[config.mk]
export PLATFORM = sky130hd
export DESIGN_NAME = rvwma_ctrl
export DESIGN_NICKNAME = d
export VERILOG_FILES = /design/src/hw/rtl/rvwma_pkg.sv /design/src/hw/rtl/rvwma_ctrl.sv
export SDC_FILE = /design/constraint.sdc
export NUM_CORES = 1
export LEC_CHECK = 0
export BUFFER_PORTS_ARGS = -buffer_cell sky130_fd_sc_hd__buf_2
export CAP_MARGIN = 15
export CORE_AREA = 8 8 45 47
export CTS_CLUSTER_DIAMETER = 100
export DETAILED_ROUTE_END_ITERATION = 10
export DIE_AREA = 0 0 53 55
export GPL_ROUTABILITY_DRIVEN = 1
export GPL_TIMING_DRIVEN = 1
export SLEW_MARGIN = 10
export SYNTH_ARGS = -nofsm -noshare
export SYNTH_HDL_FRONTEND = slang
export SYNTH_SLANG_ARGS = --single-unit
export TNS_END_PERCENT = 30
[constraint.sdc]
create_clock -name clk -period 1.2 [get_ports clk]
set_input_delay 0.06 -clock clk [delete_from_list [all_inputs] [get_ports clk]]
set_output_delay 0.06 -clock clk [all_outputs]
set_load 0.02 [all_outputs]
[src/hw/rtl/rvwma_pkg.sv]
`default_nettype none
// ----------------------------------------------------------------------------
// rvwma_pkg
// Shared widths, reset values, controller states and the command/status
// bundles that join the controller and the datapath.
// ----------------------------------------------------------------------------
package rvwma_pkg;

	localparam int unsigned FIELD_W        = 24;
	localparam int unsigned WLEN_W         = 9;
	localparam int unsigned WSUM_W         = 56;
	localparam int unsigned VSUM_W         = 32;
	localparam int unsigned PROD_W         = 2 * FIELD_W;
	localparam int unsigned QCNT_W         = $clog2(WSUM_W);
	localparam int unsigned WINDOW_MAX_DEF = 256;

	localparam logic [WLEN_W-1:0] WLEN_RESET = WLEN_W'(14);

	typedef enum logic [2:0] {
		S_IDLE,
		S_OLD,
		S_NEW,
		S_ACC,
		S_DIV,
		S_DONE
	} state_t;

	typedef struct packed {
		logic load;
		logic mult_old;
		logic mult_new;
		logic accum;
		logic div_step;
		logic out_load;
	} dp_cmd_t;

	typedef struct packed {
		logic zero_sum;
		logic div_last;
	} dp_status_t;

endpackage
`default_nettype wire

[src/hw/rtl/rvwma_ctrl.sv]
`default_nettype none
// ----------------------------------------------------------------------------
// rvwma_ctrl
// Sequencer for one item: ring read, sum update, divide, result handover.
// ----------------------------------------------------------------------------
module rvwma_ctrl (
	input  wire logic                  clk,
	input  wire logic                  arst_n,
	input  wire logic                  in_valid,
	output logic                       in_ready,
	output logic                       out_valid,
	input  wire logic                  out_ready,
	input  wire rvwma_pkg::dp_status_t status,
	output rvwma_pkg::dp_cmd_t         cmd
);

	rvwma_pkg::state_t state_q;
	rvwma_pkg::state_t state_d;
	logic              out_valid_q;
	logic              out_free;

	assign out_free = !out_valid_q || out_ready;

	always_comb begin
		state_d = state_q;
		unique case (state_q)
			rvwma_pkg::S_IDLE: begin
				if (in_valid) begin
					state_d = rvwma_pkg::S_OLD;
				end
			end
			rvwma_pkg::S_OLD: state_d = rvwma_pkg::S_NEW;
			rvwma_pkg::S_NEW: state_d = rvwma_pkg::S_ACC;
			rvwma_pkg::S_ACC: begin
				state_d = status.zero_sum ? rvwma_pkg::S_DONE : rvwma_pkg::S_DIV;
			end
			rvwma_pkg::S_DIV: begin
				if (status.div_last) begin
					state_d = rvwma_pkg::S_DONE;
				end
			end
			rvwma_pkg::S_DONE: begin
				if (out_free) begin
					state_d = rvwma_pkg::S_IDLE;
				end
			end
			default: state_d = rvwma_pkg::S_IDLE;
		endcase
	end

	always_comb begin
		cmd      = '0;
		in_ready = 1'b0;
		unique case (state_q)
			rvwma_pkg::S_IDLE: begin
				in_ready = 1'b1;
				cmd.load = in_valid;
			end
			rvwma_pkg::S_OLD:  cmd.mult_old = 1'b1;
			rvwma_pkg::S_NEW:  cmd.mult_new = 1'b1;
			rvwma_pkg::S_ACC:  cmd.accum    = 1'b1;
			rvwma_pkg::S_DIV:  cmd.div_step = 1'b1;
			rvwma_pkg::S_DONE: cmd.out_load = out_free;
			default: cmd = '0;
		endcase
	end

	always_ff @(posedge clk or negedge arst_n) begin
		if (!arst_n) begin
			state_q     <= rvwma_pkg::S_IDLE;
			out_valid_q <= 1'b0;
		end else begin
			state_q <= state_d;
			if (cmd.out_load) begin
				out_valid_q <= 1'b1;
			end else if (out_ready) begin
				out_valid_q <= 1'b0;
			end
		end
	end

	assign out_valid = out_valid_q;

endmodule
`default_nettype wire

# --- Yosys cells after proc, flatten, opt, wreduce, memory -nomap -nowiden ---
# Index checks and enable logic that the tools add are counted.
totals:
  register_bits: 4
  input_bits: 6
  output_inout_bits: 8
  wordCells: 29
classes:
  eq_ne: 8
  n_mux: 14
  n_reduce_logical: 5
ops:
  columns: ["op", "count"]
  rows:
  - ["case mux 3 bit (6 select lines)", 1]
  - ["two-way mux 1 bit", 10]
  - ["two-way mux 3 bit", 3]
  - ["== test 3 x 2 -> 1 bit (second input constant)", 2]
  - ["== test 3 bit (second input constant)", 2]
  - ["inequality test 2 bit (second input constant)", 3]
  - ["== test 3 x 1 -> 1 bit (second input constant)", 1]
  - ["zero test 3 bit", 1]
  - ["AND reduction 3 bit", 1]
  - ["nonzero test 2 bit", 1]
  - ["zero test 1 bit", 1]
  - ["logical OR 1 bit", 1]

# --- Depth between registers and ports, before layout ---
# Gate-level depths: netlist of run 1.
depth:
  depth_word: 4
  ltp_mapped: 4
  depth_no_buf: 3

# --- Worst setup path before layout of run 1 ---
# Ideal clock, no wire load.
synth_timing:
  kind: "reg2out"
  startpoint: "register state_q[0]"
  endpoint: "output cmd[5] in the netlist's numbering"
  t_arrival_ps: 1341
  t_required_ps: 1140
  path_slack_ps: -201
  path_stages_with_launch: 4
  path_buffers: 1
  path_cell_list: "dfrtp_1 -> buf_6 -> nor3_1 -> and2_1"
synth_rtl:
  columns: ["element", "line", "text"]
  rows:
  - ["start: declaration", "rvwma_ctrl.sv:17", "rvwma_pkg::state_t state_q;"]
  - ["start signal: assignment", "rvwma_ctrl.sv:70", "state_q <= rvwma_pkg::S_IDLE;"]
  - ["start signal: assignment", "rvwma_ctrl.sv:73", "state_q <= state_d;"]
  - ["end: declaration", "rvwma_ctrl.sv:14", "output rvwma_pkg::dp_cmd_t cmd"]

==> results_dict.tcl, run 1 <==
set metrics [dict create \
    status "complete, no violations" \
    combPwrFrac_pct 54.5 \
    cp_max_fo 8 \
    p_sw_mw 0.4261 \
    yosysSeqAreaShare_pct 42.78 \
    clock-sinks 4 \
    relSlewSlack_pct 85.81 \
    syn-num-nets 31 \
    fin_util_pct 27.31 \
    totalWireLength_um 626 \
    routedWlPerCell_um 10.61 \
    cp.required_ps 1140 \
    p_int_mw 0.5820 \
    fin_area_um2 377.9 \
    cts_buffer_depth 2 \
    ir_worst_vdd_v 0.001157 \
    hold_class "in -> reg" \
    reg2reg_to "state_q[0]" \
    num-nets-final 51 \
    drv_slew 0 \
    r2r_slack_ps 240 \
    cts-htree-levels 1 \
    num_antenna_cells 0 \
    yosys.area_share.simple_pct 39.57 \
    final_cells 59 \
    cp-end-kind "output port" \
    grt_pass1_vias 253 \
    synth_top_area_share_pct 42.78 \
    placed_area_um2 312.8 \
    drc 0 \
    nFillCells 156 \
    globalRouteTotalUtil_pct 4.986 \
    setup_violations 0 \
    first_pass_iters 3 \
    grt_pass1_wl_mm 1.041 \
    fin_crit_sh_pct 99.16 \
    r2r_cells 3 \
    grt_overflow 0 \
    vias_per_cell 4.000 \
    syn_inst 25 \
    die-area_um2 2915 \
    clk_latency_ps 230 \
    pin_count 14 \
    power_density_nw_per_um2 2668 \
    syn2layout_area_growth_pct 61.50 \
    synthMuxAreaShare_pct 4.278 \
    rsz0062_at_grt "yes" \
    clock_skew_ps 7.879 \
    cp.arrival_ps 1130 \
    post-route-min-period_ps 1190 \
    vias 236 \
    core_area_um2 1384 \
    synthAdderAreaFrac_pct 0 \
    r2r-start "state_q[0]" \
    synth_seq_cells 4 \
    drt.antenna.violating_nets 0 \
    critPathKind "reg -> out" \
    drive_gt1_share_pct 53.49 \
    start_kind "flop" \
    pwr-share-clk_pct 16.3 \
    antenna_found_initial 0 \
    synthXorXnorAreaFrac_pct 0 \
    netlist_area_um2 234.0 \
    io_buffer_count 13 \
    synth_top_family_by_area "simple AND/OR/NAND/NOR gates" \
    netSwitchingFraction_pct 42.27 \
    numCtsBuffers 3 \
    die-height_um 55 \
    fmax_mhz 840.4 \
    cts_tree "done" \
    cap_violations 0 \
    yosys_warnings 0 \
    synth_compound_area_share_pct 8.556 \
    gp_congestion 0.7405 \
    p_leak_nw 0.1928 \
    fp.dieW_um 53 \
    grt_max_degree 9 \
    worst_slack_ps 10.05 \
    pre_cts_slack_ps 168.5 \
    cts.clk_slew.worst_paths_ps 40 \
    worstMarginPinSlew_ps 212.4 \
    avgSynthCellArea_um2 9.359 \
    initial_utilization_pct 16.91 \
    finalHoldViolCount 0 \
    synth_area_leaders "dfrtp_1 43%, nor2_1 6.4%, nand2b_1 5.3%, nor3b_2 5.3%, or2_1 5.3%" \
    seqPwrFrac_pct 29.2 \
    rows 14 \
    drt_iter0_markers 3 \
    dp.cells 53 \
    cp-endpoint "cmd[5]" \
    yosysTopAreaCell "dfrtp_1" \
    cp-startpoint "state_q[1]" \
    clockRootBuffer "clkbuf_4" \
    synth_cell_types 16 \
]
-- cell usage in the layout, fill, tap and decap left out, types with 2 or more instances in the layout --
cell type	netlist	final
buf_2	0	9
buf_4	0	5
nor2_1	4	4
clkbuf_4	0	3
dfrtp_2	0	3
nand2b_1	2	2
nand2_1	2	2
or2_1	2	2
-- critical path, cell delays in order (launching register included) --
cell     delay, ps
dfrtp_2        440
nor3_2         190
and2_1         160
buf_6          110
-- per-stage QoR --
| step | hold slack [ps] | setup TNS (ps) | power [mW] |
|---|---|---|---|
| 2_1_floorplan | -235.6 | -68.51 | 0.6390 |
| 3_3_place_gp | -129.5 | 0 | 0.7501 |
| 3_5_place_dp | -130.6 | 0 | 0.7595 |
| 4_1_cts | 118.7 | -7.711 | 1.001 |
| 5_1_grt | 151.7 | -202.8 | 1.088 |
| 6_report | 120.6 | 0 | 1.008 |
-- cell type report --
type	count	area [µm²]	share of cell area [%]
Timing Repair Buffer	16	103.9	27.48
Multi-Input combinational cell	20	127.6	33.77
Sequential cell	4	103.9	27.48
Tap cell	16	20.02	5.298
Clock buffer	3	22.52	5.960
-- sequential cells by signal, summed over array words and instances, names as in the netlist --
name,count
out_valid,1
state_q,3
-- power by group through the flow --
stage	sequential (mW)	clock (mW)	combinational, mW
after floorplan	0.263	0	0.376
after global placement	0.296	0	0.454
after detailed placement	0.297	0	0.462
after CTS	0.292	0.174	0.535
after global routing	0.307	0.182	0.600
final	0.294	0.165	0.550
-- cell families after synthesis --
| logic type | count (synthesis) |
|---|---|
| flip-flops | 4 |
| buffers and inverters | 1 |
| AND/OR/NAND/NOR | 16 |
| AO/OA/AOI/OAI | 3 |
| multiplexers | 1 |
-- synthesized netlist by cell type, drive strengths merged --
| library cell | number |
|---|---|
| mux2i | 1 |
| buf | 1 |
| and2 | 1 |
| nor2 | 4 |
| or2 | 2 |
| o22ai | 1 |
| nor2b | 1 |
| a2bb2oi | 1 |
| dfrtp | 4 |
| nand2 | 2 |
| nor3b | 2 |
| nand3b | 1 |
| a21oi | 1 |
| nor3 | 1 |
| nand2b | 2 |
-- routing by layer --
layer | track usage (%) | vias to the layer above | part of all wire (%)
li1 | - | 123 | -
met1 | 5.207 | 102 | 42
met2 | 6.250 | 11 | 40
met5 | 0 | - | 0
met4 | 2.586 | 0 | 0
met3 | 5.080 | 0 | 18
-- timing repair --
action                                  CTS  global route
endpoints found under the setup margin    5             5
gates resized for setup                   4             4
setup buffers                             2             0
hold endpoints to repair                  4             0
hold buffers                              1             0
pin swaps                                 1             0
-- how the worst min path moves through the flow --
stage | from | to | slack (ps) | cells after the start
floorplan | arst_n | out_valid | -240 | 0
global placement | arst_n | out_valid | -130 | 1
detailed placement | arst_n | out_valid | -130 | 1
CTS | out_ready | out_valid | 120 | 3
global route | out_ready | out_valid | 150 | 3
finish | out_ready | out_valid | 120 | 3
No activity file was read; power rests on OpenSTA's default activity.
==> run 2: changes to the inputs <==
Settings changed: CTS_CLUSTER_DIAMETER 100 to default, REMOVE_ABC_BUFFERS from default to 1, SLEW_MARGIN 10 to default.
==> results_dict.tcl, run 2 (synthesis results as in run 1) <==
set metrics [dict create \
    dp.cells 53 \
    ir_worst_vdd_v 0.001064 \
    dp_hpwl_um 480.9 \
    cp_max_fo 6 \
    post-route-min-period_ps 1201 \
    clock_skew_ps 1.928 \
    fin_area_um2 382.9 \
    drt_iter0_markers 1 \
    hold_class "in -> reg" \
    drc 0 \
    numCtsBuffers 3 \
    crit_chain "nor3_2 > and2_1 > buf_6" \
    fp.dieW_um 53 \
    reg2reg_to "state_q[2]" \
    cap_violations 0 \
    cp_top_family "flip-flops" \
    status "complete, but fails checks" \
    clockRootBuffer "clkbuf_4" \
    pin_count 14 \
    grt_overflow 0 \
    clk_latency_ps 230 \
    rsz0062_at_grt "yes" \
    clock-sinks 4 \
    fin_util_pct 27.67 \
    fmax_mhz 833.0 \
    p_leak_nw 0.1978 \
    grt_max_degree 9 \
    die-area_um2 2915 \
    regMostFlops "state_q" \
    initial_utilization_pct 16.91 \
    cp.required_ps 1140 \
    worstMarginPinSlew_ps 201.6 \
    cpMaxStageDelayCell "dfrtp_2" \
    final_cell_mix "10 x buf_2, 4 x nor2_1, 4 x buf_4" \
    vias_per_cell 3.983 \
    final_common_cell "buf_2" \
    antenna_found_initial 0 \
    min_from "status[1]" \
    io_buffer_count 13 \
    grt_pass1_vias 268 \
    nFillCells 153 \
    r2r_slack_ps 180 \
    drive_gt1_share_pct 55.81 \
    num_antenna_cells 0 \
    die-height_um 55 \
    final_cells 59 \
    routedWlPerCell_um 11.36 \
    cts_buffer_depth 2 \
    fin_crit_sh_pct 100.0 \
    syn2layout_area_growth_pct 63.64 \
    relSlewSlack_pct 86.53 \
    num-nets-final 51 \
    grt_pass1_wl_mm 1.110 \
    finalHoldViolCount 0 \
    drt.antenna.violating_nets 0 \
    cts_tree "done" \
    critPathKind "reg -> out" \
    core_area_um2 1384 \
    violations "negative setup slack" \
    cts.clk_slew.worst_paths_ps 40 \
    total_power_mw 1.009 \
    crit_buf_inv 1 \
    placed_area_um2 307.8 \
    cp.arrival_ps 1140 \
    largest_reg_flops 3 \
    totalWireLength_um 670 \
    rows 14 \
    start_kind "flop" \
    r2r-start "state_q[2]" \
    r2r_cells 4 \
    first_pass_iters 2 \
    cp-end-kind "output port" \
    hold_depth 3 \
    gp_congestion 0.7385 \
    cts-htree-levels 1 \
    worst_slack_ps -0.5065 \
    hold_end "state_q[0]" \
    power_density_nw_per_um2 2637 \
    worst_path_largest_cell_delay_ps 440 \
    setup_violations 1 \
    drv_slew 0 \
    globalRouteTotalUtil_pct 5.470 \
    vias 235 \
]
run 2: cell counts in the layout (fill, tap and decap cells not counted):
Identical to the previous run, type by type.
run 2: power breakdown:
group          switching [mW]  leakage, nW  internal, mW
Clock                  0.0538       0.0138         0.112
Sequential             0.0973       0.0475         0.202
Combinational           0.278        0.137         0.267
Total                   0.429        0.198         0.580
run 2: area by class of cell:
class	count	area, µm²	area share (%)
repair buffers	16	101.3	26.47
clock buffers	3	22.52	5.882
flip-flops and latches	4	103.9	27.12
well taps	16	20.02	5.229
multi-input cells	20	135.1	35.29
run 2: worst max-delay path by stage:
stage          slack [ps]  cells past startpoint        from      to
6_report             -0.5                      3  state_q[2]  cmd[5]
5_1_grt               -60                      3  state_q[2]  cmd[5]
4_1_cts               -20                      3  state_q[2]  cmd[5]
3_5_place_dp          120                      3  state_q[0]  cmd[5]
3_3_place_gp          140                      3  state_q[0]  cmd[5]
2_1_floorplan        -190                      2  state_q[0]  cmd[5]
run 2: what timing repair did:
item,4_1_cts,5_1_grt
hold buffers,1,0
endpoints found under the setup margin,6,4
resized for setup,7,2
gates cloned,0,0
endpoints found under the hold margin,4,0
buffers inserted,2,0
run 2: per-layer routing:
layer  track usage, %  share of wire (%)  up-vias
met5                0                  0        -
met1            5.335                 46      102
met2            7.422                 44       13
met4            3.879                  0        0
met3            4.813                 11        0
li1                 -                  -      120
run 2: worst min-delay path: stages:
cell       delay (ps)
buf_2              80
a2bb2oi_1          50
o22ai_1           130
run 2: stage by stage:
stage | worst slack, ps | hold slack (ps) | TNS [ps]
after floorplan | -189.8 | -235.6 | -286.4
after global placement | 139.1 | -130.8 | 0
after detailed placement | 116.9 | -131.8 | 0
after CTS | -16.79 | 105.2 | -16.79
after global routing | -62.00 | 130.6 | -178.1
final | -0.5065 | 139.9 | -0.5065
